$ cat src/design/sha_pkg.sv
// ----------------------------------------------------------------------------
// SHA-256 engine package
// Round constants, initial hash values, padding constants, the queue entry type and round helper functions.
// ----------------------------------------------------------------------------
package sha_pkg;

  localparam int unsigned NumRounds = 64;

  typedef logic [31:0] word_t;

  // Front-to-back queue entry
  typedef struct packed {
    logic [7:0] data;
    logic       valid;
    logic       last;
  } cmd_t;

  localparam word_t InitH [8] = '{
    32'h6a09e667, 32'hbb67ae85, 32'h3c6ef372, 32'ha54ff53a,
    32'h510e527f, 32'h9b05688c, 32'h1f83d9ab, 32'h5be0cd19
  };

  localparam word_t RoundK [64] = '{
    32'h428a2f98, 32'h71374491, 32'hb5c0fbcf, 32'he9b5dba5,
    32'h3956c25b, 32'h59f111f1, 32'h923f82a4, 32'hab1c5ed5,
    32'hd807aa98, 32'h12835b01, 32'h243185be, 32'h550c7dc3,
    32'h72be5d74, 32'h80deb1fe, 32'h9bdc06a7, 32'hc19bf174,
    32'he49b69c1, 32'hefbe4786, 32'h0fc19dc6, 32'h240ca1cc,
    32'h2de92c6f, 32'h4a7484aa, 32'h5cb0a9dc, 32'h76f988da,
    32'h983e5152, 32'ha831c66d, 32'hb00327c8, 32'hbf597fc7,
    32'hc6e00bf3, 32'hd5a79147, 32'h06ca6351, 32'h14292967,
    32'h27b70a85, 32'h2e1b2138, 32'h4d2c6dfc, 32'h53380d13,
    32'h650a7354, 32'h766a0abb, 32'h81c2c92e, 32'h92722c85,
    32'ha2bfe8a1, 32'ha81a664b, 32'hc24b8b70, 32'hc76c51a3,
    32'hd192e819, 32'hd6990624, 32'hf40e3585, 32'h106aa070,
    32'h19a4c116, 32'h1e376c08, 32'h2748774c, 32'h34b0bcb5,
    32'h391c0cb3, 32'h4ed8aa4a, 32'h5b9cca4f, 32'h682e6ff3,
    32'h748f82ee, 32'h78a5636f, 32'h84c87814, 32'h8cc70208,
    32'h90befffa, 32'ha4506ceb, 32'hbef9a3f7, 32'hc67178f2
  };

  localparam logic [7:0] PadByte = 8'h80;
  localparam logic [5:0] LenOffset = 6'd56;

  function automatic word_t ror(input word_t x, input int unsigned n);
    ror = (x >> n) | (x << (32 - n));
  endfunction

  function automatic word_t sig0(input word_t x);
    sig0 = ror(x, 7) ^ ror(x, 18) ^ (x >> 3);
  endfunction

  function automatic word_t sig1(input word_t x);
    sig1 = ror(x, 17) ^ ror(x, 19) ^ (x >> 10);
  endfunction

  function automatic word_t bsig0(input word_t x);
    bsig0 = ror(x, 2) ^ ror(x, 13) ^ ror(x, 22);
  endfunction

  function automatic word_t bsig1(input word_t x);
    bsig1 = ror(x, 6) ^ ror(x, 11) ^ ror(x, 25);
  endfunction

endpackage

$ cat src/design/sha_queue.sv
// ----------------------------------------------------------------------------
// SHA command queue
// Small register FIFO between the byte front end and the hash back end.
// ----------------------------------------------------------------------------
module sha_queue #(
  parameter int unsigned Depth = 4
) (
  input  logic          clk_i,
  input  logic          rst_ni,
  input  logic          push_i,
  input  sha_pkg::cmd_t wdata_i,
  output logic          full_o,
  input  logic          pop_i,
  output sha_pkg::cmd_t rdata_o,
  output logic          empty_o
);
  localparam int unsigned AW = (Depth > 1) ? $clog2(Depth) : 1;

  sha_pkg::cmd_t     mem_q [Depth];
  logic [AW-1:0]     wr_q, rd_q;
  logic [AW:0]       cnt_q;

  logic do_push, do_pop;
  assign full_o  = (cnt_q == (AW+1)'(Depth));
  assign empty_o = (cnt_q == '0);
  assign do_push = push_i && !full_o;
  assign do_pop  = pop_i && !empty_o;
  assign rdata_o = mem_q[rd_q];

  always_ff @(posedge clk_i) begin
    if (do_push) begin
      mem_q[wr_q] <= wdata_i;
    end
  end

  always_ff @(posedge clk_i or negedge rst_ni) begin
    if (!rst_ni) begin
      wr_q  <= '0;
      rd_q  <= '0;
      cnt_q <= '0;
    end else begin
      if (do_push) begin
        wr_q <= (wr_q == AW'(Depth - 1)) ? '0 : wr_q + 1'b1;
      end
      if (do_pop) begin
        rd_q <= (rd_q == AW'(Depth - 1)) ? '0 : rd_q + 1'b1;
      end
      cnt_q <= cnt_q + (AW+1)'(do_push) - (AW+1)'(do_pop);
    end
  end

  a_no_overflow: assert property (@(posedge clk_i) disable iff (!rst_ni)
    cnt_q <= (AW+1)'(Depth)) else $error("queue count overflow");
  a_full_hold: assert property (@(posedge clk_i) disable iff (!rst_ni)
    (full_o && !pop_i) |=> full_o) else $error("full dropped without pop");
  a_empty_pop: assert property (@(posedge clk_i) disable iff (!rst_ni)
    (empty_o && push_i) |=> !empty_o) else $error("push lost");
endmodule

$ cat src/design/sha_core.sv
// ----------------------------------------------------------------------------
// SHA-256 back end
// Buffers bytes, pads, runs one round per cycle and emits the digest words.
// ----------------------------------------------------------------------------
module sha_core (
  input  logic          clk_i,
  input  logic          rst_ni,
  input  sha_pkg::cmd_t cmd_i,
  input  logic          cmd_empty_i,
  output logic          cmd_pop_o,
  output logic [31:0]   digest_word_o,
  output logic [2:0]    word_index_o,
  output logic          last_word_o,
  output logic          empty_o,
  input  logic          pop_i
);
  localparam logic [2:0] StIdle = 3'd0;
  localparam logic [2:0] StPad  = 3'd1;
  localparam logic [2:0] StRnd  = 3'd2;
  localparam logic [2:0] StAdd  = 3'd3;
  localparam logic [2:0] StOut  = 3'd4;

  logic [2:0]  st_q;
  logic [5:0]  fill_q;
  logic [63:0] len_q;
  logic        fin_q;   // final block pending / in progress
  logic        pad_done_q; // 0x80 placed
  logic        xtra_q;  // 0x80 landed at 56..63, length goes in the next block
  sha_pkg::word_t h_q [8];
  sha_pkg::word_t v_q [8];
  sha_pkg::word_t w_q [16];
  logic [5:0]  rnd_q;
  logic [2:0]  oidx_q;

  logic take;
  assign take = (st_q == StIdle) && !cmd_empty_i;
  assign cmd_pop_o = take;

  assign empty_o = (st_q != StOut);
  assign digest_word_o = h_q[oidx_q];
  assign word_index_o  = oidx_q;
  assign last_word_o   = (oidx_q == 3'd7);

  // round logic; w_q[0] is W[t], w_q[15] takes W[t+16]
  sha_pkg::word_t wt, t1, t2, wnew;
  assign wt = w_q[0];
  assign wnew = w_q[0] + sha_pkg::sig0(w_q[1]) + w_q[9] + sha_pkg::sig1(w_q[14]);
  assign t1 = v_q[7] + sha_pkg::bsig1(v_q[4]) + ((v_q[4] & v_q[5]) ^ (~v_q[4] & v_q[6]))
            + sha_pkg::RoundK[rnd_q] + wt;
  assign t2 = sha_pkg::bsig0(v_q[0])
            + ((v_q[0] & v_q[1]) ^ (v_q[0] & v_q[2]) ^ (v_q[1] & v_q[2]));

  // padding byte at current fill position
  logic [7:0] pad_byte;
  logic [7:0] len_byte;
  logic [63:0] bits;
  assign bits = {len_q[60:0], 3'b000};
  assign len_byte = bits[{3'd7 - fill_q[2:0], 3'b000} +: 8];
  always_comb begin
    if (!pad_done_q) begin
      pad_byte = sha_pkg::PadByte;
    end else if (fill_q >= sha_pkg::LenOffset && !xtra_q) begin
      pad_byte = len_byte;
    end else begin
      pad_byte = 8'h00;
    end
  end

  // bytes land straight in the schedule window, big-endian within a word
  always_ff @(posedge clk_i) begin
    if (st_q == StRnd) begin
      for (int i = 0; i < 15; i++) w_q[i] <= w_q[i+1];
      w_q[15] <= wnew;
      v_q[7] <= v_q[6]; v_q[6] <= v_q[5]; v_q[5] <= v_q[4];
      v_q[4] <= v_q[3] + t1;
      v_q[3] <= v_q[2]; v_q[2] <= v_q[1]; v_q[1] <= v_q[0];
      v_q[0] <= t1 + t2;
    end else begin
      for (int i = 0; i < 8; i++) v_q[i] <= h_q[i];
      if (st_q == StPad || (take && cmd_i.valid)) begin
        w_q[fill_q[5:2]][{~fill_q[1:0], 3'b000} +: 8] <=
          (st_q == StPad) ? pad_byte : cmd_i.data;
      end
    end
  end

  always_ff @(posedge clk_i or negedge rst_ni) begin
    if (!rst_ni) begin
      st_q <= StIdle;
      fill_q <= '0;
      len_q <= '0;
      fin_q <= 1'b0;
      pad_done_q <= 1'b0;
      xtra_q <= 1'b0;
      rnd_q <= '0;
      oidx_q <= '0;
      for (int i = 0; i < 8; i++) h_q[i] <= sha_pkg::InitH[i];
    end else begin
      case (st_q)
        StIdle: begin
          if (take) begin
            if (cmd_i.valid) begin
              fill_q <= fill_q + 1'b1;
              len_q  <= len_q + 64'd1;
            end
            if (cmd_i.last) begin
              fin_q <= 1'b1;
              pad_done_q <= 1'b0;
              xtra_q <= 1'b0;
              st_q <= (cmd_i.valid && fill_q == 6'd63) ? StRnd : StPad;
            end else if (cmd_i.valid && fill_q == 6'd63) begin
              st_q <= StRnd;
            end
            rnd_q <= '0;
          end
        end
        StPad: begin
          pad_done_q <= 1'b1;
          if (!pad_done_q && fill_q >= sha_pkg::LenOffset) xtra_q <= 1'b1;
          fill_q <= fill_q + 1'b1;
          if (fill_q == 6'd63) begin
            st_q <= StRnd;
            rnd_q <= '0;
          end
        end
        StRnd: begin
          rnd_q <= rnd_q + 1'b1;
          if (rnd_q == 6'(sha_pkg::NumRounds - 1)) st_q <= StAdd;
        end
        StAdd: begin
          for (int i = 0; i < 8; i++) h_q[i] <= h_q[i] + v_q[i];
          if (!fin_q) begin
            st_q <= StIdle;
          end else if (pad_done_q && !xtra_q) begin
            st_q <= StOut;
            oidx_q <= '0;
          end else begin
            st_q <= StPad;
            xtra_q <= 1'b0;
          end
        end
        StOut: begin
          if (pop_i) begin
            oidx_q <= oidx_q + 1'b1;
            if (oidx_q == 3'd7) begin
              st_q <= StIdle;
              fin_q <= 1'b0;
              len_q <= '0;
              fill_q <= '0;
              for (int i = 0; i < 8; i++) h_q[i] <= sha_pkg::InitH[i];
            end
          end
        end
        default: st_q <= StIdle;
      endcase
    end
  end

  a_out_held: assert property (@(posedge clk_i) disable iff (!rst_ni)
    (!empty_o && !pop_i) |=> (!empty_o && $stable(oidx_q))) else $error("output moved");
  a_no_take_busy: assert property (@(posedge clk_i) disable iff (!rst_ni)
    cmd_pop_o |-> st_q == StIdle) else $error("took while busy");
  a_rnd_zero: assert property (@(posedge clk_i) disable iff (!rst_ni)
    $rose(st_q == StRnd) |-> rnd_q == '0) else $error("round count");
endmodule

$ cat src/design/sha256_hash_engine.sv
// ----------------------------------------------------------------------------
// SHA-256 hash engine
// Byte-fed SHA-256; emits the 8-word digest after the last byte.
// ----------------------------------------------------------------------------
// Input: push with data_byte_i/byte_valid_i/last_byte_i, accepted when
// full is low. Items are stored in a 4-entry queue and the back end takes
// one per idle cycle. Every 64th byte stalls the back end while it runs the
// 64 rounds and the add. A last item pads the rest of the block byte by
// byte, then runs the rounds and the add; if 0x80 lands at offset 56 or
// later, a second padded block follows.
// Output: while empty is low the digest word at word_index_o is shown;
// pop takes it. Eight words, word 0 first, last_word_o on word 7.
// A stalled receiver holds the word and the back end; input continues
// until the queue fills. Reset loads the initial hash values and clears
// the length and fill count.
// ----------------------------------------------------------------------------
module sha256_hash_engine (
  input  logic        clk_i,
  input  logic        rst_ni,
  input  logic        push,
  output logic        full,
  input  logic [7:0]  data_byte_i,
  input  logic        byte_valid_i,
  input  logic        last_byte_i,
  output logic        empty,
  input  logic        pop,
  output logic [31:0] digest_word_o,
  output logic [2:0]  word_index_o,
  output logic        last_word_o
);
  sha_pkg::cmd_t wcmd, rcmd;
  logic q_empty, q_pop;

  assign wcmd.data  = data_byte_i;
  assign wcmd.valid = byte_valid_i;
  assign wcmd.last  = last_byte_i;

  sha_queue #(.Depth(4)) u_queue (
    .clk_i, .rst_ni,
    .push_i(push), .wdata_i(wcmd), .full_o(full),
    .pop_i(q_pop), .rdata_o(rcmd), .empty_o(q_empty)
  );

  sha_core u_core (
    .clk_i, .rst_ni,
    .cmd_i(rcmd), .cmd_empty_i(q_empty), .cmd_pop_o(q_pop),
    .digest_word_o, .word_index_o, .last_word_o,
    .empty_o(empty), .pop_i(pop)
  );
endmodule

$ cat config.mk
export PLATFORM = sky130hd
export DESIGN_NAME = sha256_hash_engine
export DESIGN_NICKNAME = d
export VERILOG_FILES = /design/src/design/sha_pkg.sv /design/src/design/sha_queue.sv /design/src/design/sha_core.sv /design/src/design/sha256_hash_engine.sv
export SDC_FILE = /design/constraint.sdc
export NUM_CORES = 2
export LEC_CHECK = 0
export BUFFER_PORTS_ARGS = -buffer_cell sky130_fd_sc_hd__buf_2
export CAP_MARGIN = 20
export CORE_UTILIZATION = 55
export CTS_CLUSTER_SIZE = 24
export DETAILED_ROUTE_END_ITERATION = 12
export PLACE_DENSITY = 0.74
export SYNTH_ARGS = -nofsm -noshare
export SYNTH_HDL_FRONTEND = slang
export SYNTH_SLANG_ARGS = --single-unit
$ cat constraint.sdc
create_clock -name clk_i -period 8 [get_ports clk_i]
set_clock_uncertainty 0.15 [all_clocks]
set_input_delay 0.8 -clock clk_i [delete_from_list [all_inputs] [get_ports clk_i]]
set_output_delay 0.8 -clock clk_i [all_outputs]
set_load 0.05 [all_outputs]
Yosys cells after proc, flatten, opt, wreduce, memory -nomap -nowiden
Memory sizes are Yosys's and may differ from the RTL's.
Index checks and enable logic that the tools add are counted.
Widths: inputs -> output; s select.
{"block": "word_totals", "ff_bits": 348, "latchBits": 0, "mem_bits_rw": 808, "mem_bits_ro": 2048, "inputBits": 14, "output_inout_bits": 38, "elab_cells": 221, "memories": 4}
{"block": "op_classes", "addsub": 28, "multipliers": 0, "div": 0, "magnitude_cmp": 3, "eq_ne": 23, "shifts": 3, "mux": 72, "bitwise_logic": 38, "reduce_logical": 31}
{"memory": "(no name shown)", "depth": 64, "width": 32, "rd": 1, "rd_ports_with_merged_regs": 0, "wr": 0, "line_no": "sha_core.sv:49", "rtl": "+ sha_pkg::RoundK[rnd_q] + wt;"}
{"memory": "u_core.w_q", "depth": 16, "width": 32, "rd": 16, "rd_ports_with_merged_regs": 0, "wr": 16, "line_no": "sha_core.sv:31", "rtl": "sha_pkg::word_t w_q [16];"}
{"memory": "u_core.v_q", "depth": 8, "width": 32, "rd": 8, "rd_ports_with_merged_regs": 0, "wr": 8, "line_no": "sha_core.sv:30", "rtl": "sha_pkg::word_t v_q [8];"}
{"memory": "u_queue.mem_q", "depth": 4, "width": 10, "rd": 1, "rd_ports_with_merged_regs": 0, "wr": 1, "line_no": "sha_queue.sv:19", "rtl": "sha_pkg::cmd_t mem_q [Depth];"}
{"op": "$add 32x32->32", "n": 18}
{"op": "$mux 256", "n": 2}
{"op": "$pmux 256 s2", "n": 1}
{"op": "$mux 32", "n": 15}
{"op": "$xor 32x32->32", "n": 9}
{"op": "$mux 64", "n": 4}
{"op": "$and 32x32->32", "n": 5}
{"op": "$pmux 64 s2", "n": 1}
{"op": "$bmux 32 s3", "n": 1}
{"op": "$add 64x1->64 const B", "n": 1}
{"op": "$shiftx 64x7->8", "n": 1}
{"op": "$mux 3", "n": 12}
{"op": "$mux 6", "n": 6}
{"op": "$pmux 6 s3", "n": 2}
{"op": "$not 32->32", "n": 1}
{"op": "$or 10x32->32", "n": 1}
{"op": "$or 13x32->32", "n": 1}
{"op": "$or 14x32->32", "n": 1}
{"op": "$or 15x32->32", "n": 1}
{"op": "$or 19x32->32", "n": 1}
{"op": "$or 21x32->32", "n": 1}
{"op": "$or 25x32->32", "n": 1}
{"op": "$or 26x32->32", "n": 1}
{"op": "$or 30x32->32", "n": 1}
{"op": "other kinds (46)", "n": 110}

Longest topological paths before layout
{"block": "depth", "depth_word": 10, "depth_mapped": 40, "ltp_nobuf": 37}

Modules after synthesis
From an unflattened synthesis, not the netlist that was laid out.
{"block": "hier_totals", "hier_cells": 8030, "hier_area_um2": 74799.2}
{"module": "sha_core", "instances": 1, "cells_each": 7934, "area_each_um2": 72883.7, "seq_area_each_um2": 29127.9}
{"module": "sha_queue", "instances": 1, "cells_each": 96, "area_each_um2": 1915.6, "seq_area_each_um2": 1376.3}

Worst setup path before layout
Ideal clock, no wire load.
{"block": "synth_path", "kind": "register to register", "start": "register u_core.rnd_q[0]", "end": "memory u_core.v_q[0][30] (netlist bit)", "setup_time_ps": 128, "t_arrival_ps": 8556, "t_required_ps": 7722, "setup_slack_ps": -834, "path_stages_with_launch": 38, "n_path_buf": 3, "synth_period_minus_slack_ps": 8834, "cell_sequence": "dfrtp_1 clkbuf_1 inv_1 ha_1 clkbuf_1 inv_1 nor2_1 o311ai_0 o31ai_1 o21ai_0 fa_1 fa_1 fa_1 inv_1 ha_1 fa_1 a211oi_1 nor2_1 [2 not listed] a21oi_1 o21bai_1 a21oi_1 xnor2_1 fa_1 ha_1 clkbuf_1 a21o_1 a21o_1 a21o_1 a31oi_1 o21ai_0 a2111oi_0 nor2_1 a21oi_1 o21ai_0 xnor2_1 o21ai_0"}
{"item": "start, declared", "line_no": "sha_core.sv:32", "rtl": "logic [5:0] rnd_q;"}
{"item": "start signal, assigned", "line_no": "sha_core.sv:127", "rtl": "rnd_q <= rnd_q + 1'b1;"}
{"item": "end, declared", "line_no": "sha_core.sv:30"}

==> results.md <==
- Average cell area after synthesis: 9.26 um2
- Initial DRC count: around 7300
- Port Buffer Count: 51
- Synth Instances: 8045
- Distinct cell type count after synthesis: 85
- CTS Buf Count: around 130
- Crit-path max cell delay: roughly 0.50 ns
- Ports: 52
- Final instance area: between 80000 and 90000 um2
- Vias in the first global route: about 61000
- Routed Antenna Nets: 0
- Post-placement cell count: 9896
- Post-route insts no fill: 10200
- CP dominant cell by count: buf_4
- FMAX: roughly 120 MHz
- CTS tree: built
- DR vias/cell: 6.20
- Largest net degree at the start of global routing: 169
- Row Count: 134
- CP endpoint kind: flip-flop
- Crit path kind: flip-flop to flip-flop
- Req. time, crit path: 8.48 ns
- Final setup margin: -0.185 ns
- Final hold violations: 0
- Initial Util: a little under three fifths
- Chip width: 370 um
- DRC errors left: 0
- Share of cells above drive strength 1: roughly 15%
- Ys async rst share: 29.9%
- Slowest stage cell, crit path: fa_1
- Register area share after synthesis: about two fifths
- Nets@finish: 8918
- H-Tree Depth: 4
- Die Area: 137000 um2
- Top FF cell, synth: edfxtp_1
- Fill cells: 10900
- Critical Path AT: roughly 8.7 ns
- Most frequent cells in the layout: nand2_1, o21ai_0, edfxtp_1
- Max_cap viols: 0
- Gr usage total: a little over a third
- First-pass GRT wire length: 371000 um
- EDFF count, synth: 552
- Worst slew pin tran: ~1.2 ns
- DR pass1 iterations: 6
- Rel. slew slack: 21.8%
- Clock transition at the registers of the reported paths: about 0.060 ns
- Worst-Skew Late Latency: 0.79 ns
- Root buffer cell: clkbuf_16
- Post-Route WL: 247000 um
- Die height: approximately 370 um
- Area grow syn2layout: 13.9%
- Count of warnings emitted by yosys: 0
- Fin crit share: 102%
- Post-layout minimum cycle time: 8.19 ns
- Dpl hpwl: 180000 um
- Crit-path max FO: 7
- Critical path launch point type: flip-flop
- Slew Viols, Final: 0
- Max clock buf depth: 3
- RSZ-0062 raised after global routing: true
- Average wire per standard cell: approximately 24 um
- Mapped Nets: 8661
- Total core area: 134000 um2
- Mapped cell area: 74500 um2
- Total global routing overflow: 0
- GP Congestion: about 1
- Clock net sink count: about 1200
- #FFs+latches synth: 1153
- Placed Instance Area: 79200 um2
- Worst Hold Class: input pin to flip-flop
- Violated checks: negative setup slack
- Status: finished with violations
- Final setup violation count: 6
- Antenna violations before repair: 4
- Most common cell after layout, fill and taps aside: nand2_1
- Via count: between 60000 and 70000
[final timing paths]
path                       cells past startpoint  slack [ns]                        start                       endpoint
min in group asynchronous                      2        0.47                       rst_ni     u_core.h_q[65]$_DFFE_PN0P_
hold reg to reg                                2        0.31     u_core.v_q[3][5]$_DFF_P_      u_core.v_q[3][37]$_DFF_P_
setup / recovery                              38       -0.19  u_core.rnd_q[0]$_DFFE_PN0P_      u_core.v_q[0][31]$_DFF_P_
max in group asynchronous                      4        5.46                       rst_ni    u_core.h_q[190]$_DFFE_PN0P_
hold / removal                                 1        0.08               data_byte_i[1]  u_queue.mem_q[2][3]$_DFFE_PP_
setup reg to reg                              38       -0.19  u_core.rnd_q[0]$_DFFE_PN0P_      u_core.v_q[0][31]$_DFF_P_
[critical path, delay by kind of cell, from the launching register on]
family / cells / cell delay, ns
xor gates and xnor gates: 2 / 0.38
and+or+nand+nor: 5 / 0.65
adders and majority gates: 7 / 2.67
muxes: 1 / 0.49
AOI/OAI and AO/OA: 12 / 1.92
DFF: 1 / 0.42
buffers and inverters: 11 / 1.34
[cell usage after synthesis, types with 136 or more instances]
cell      count  area [um2]
a21o_1      182        1370
a21oi_1     438        2190
clkbuf_1    402        1510
dfrtp_1     209        5230
dfstp_2     136        3570
dfxtp_1     256        5120
edfxtp_1    552       16600
fa_1        196        3920
ha_1        406        5080
inv_1       292        1100
nand2_1    1627        6110
nand3_1     160         801
nor2_1      414        1550
o21ai_0     982        4910
xnor2_1     385        3370
xor2_1      247        2160
[cell type report]
cell class	count	area [um2]	share of cell area (%)
Inverter	293	1110	1.30
Timing Repair Buffer	556	4260	5.02
Clock buffer	182	3680	4.34
Sequential cell	1153	30500	36.0
Antenna cell	2	5.00	0.00590
Tap cell	1768	2210	2.61
Clock inverter	57	681	0.802
Multi-Input combinational cell	6166	42400	50.0
[state kept, by name, indices dropped and copies added (netlist names), 2 cells and up]
register,count
u_core.v_q,256
u_core.len_q,61
u_queue.mem_q,40
u_queue.wr_q,2
u_queue.cnt_q,3
u_core.st_q,3
u_core.rnd_q,6
u_core.w_q,512
u_queue.rd_q,2
u_core.h_q,256
u_core.fill_q,6
u_core.word_index_o,3
[kinds of logic (layout without fill, tap and decap cells)]
family | count (synthesis) | in the layout | synth area share (%)
other | 0 | 2 | 0
adders and majority gates | 628 | 628 | 12.4
DFF | 1153 | 1153 | 40.9
muxes | 183 | 183 | 4.04
xor gates and xnor gates | 632 | 632 | 7.43
buffers and inverters | 726 | 1088 | 3.66
AOI/OAI and AO/OA | 2079 | 2079 | 16.5
and+or+nand+nor | 2644 | 2644 | 15.0
[through the flow]
| step | setup slack, ns | util (%) | setup TNS (ns) | hold slack [ns] |
|---|---|---|---|---|
| 6_report | -0.185 | 63.4 | -0.565 | 0.0815 |
| 5_1_grt | -0.552 | 63.4 | -4.42 | 0.0658 |
| 4_1_cts | -0.206 | 62.7 | -0.709 | 0.0462 |
| 3_5_place_dp | -0.651 | 59.1 | -6.00 | 0.300 |
| 3_3_place_gp | -0.605 | 59.1 | -4.54 | 0.296 |
| 2_1_floorplan | 0.00473 | - | 0 | 0.281 |
[metal layers]
| metal | global-route usage, % | vias to the layer above | part of all wire, % |
|---|---|---|---|
| met3 | 7.61 | 771 | 8.8 |
| li1 | - | 28700 | - |
| met5 | 0 | - | 0.013 |
| met2 | 55.0 | 3064 | 44 |
| met4 | 22.3 | 6 | 7.2 |
| met1 | 46.3 | 30600 | 40 |
[timing repair]
| item | 4_1_cts | 5_1_grt |
|---|---|---|
| endpoints found under the setup margin | 23 | 33 |
| resized for setup | 66 | 152 |
| pin swaps | 50 | 79 |
| hold buffers | 1 | 0 |
| setup buffers | 16 | 25 |
| endpoints found under the hold margin | 38 | 0 |
Power is not shown: default switching activity piles up to over one toggle a cycle in this logic, so the estimate is an artifact.
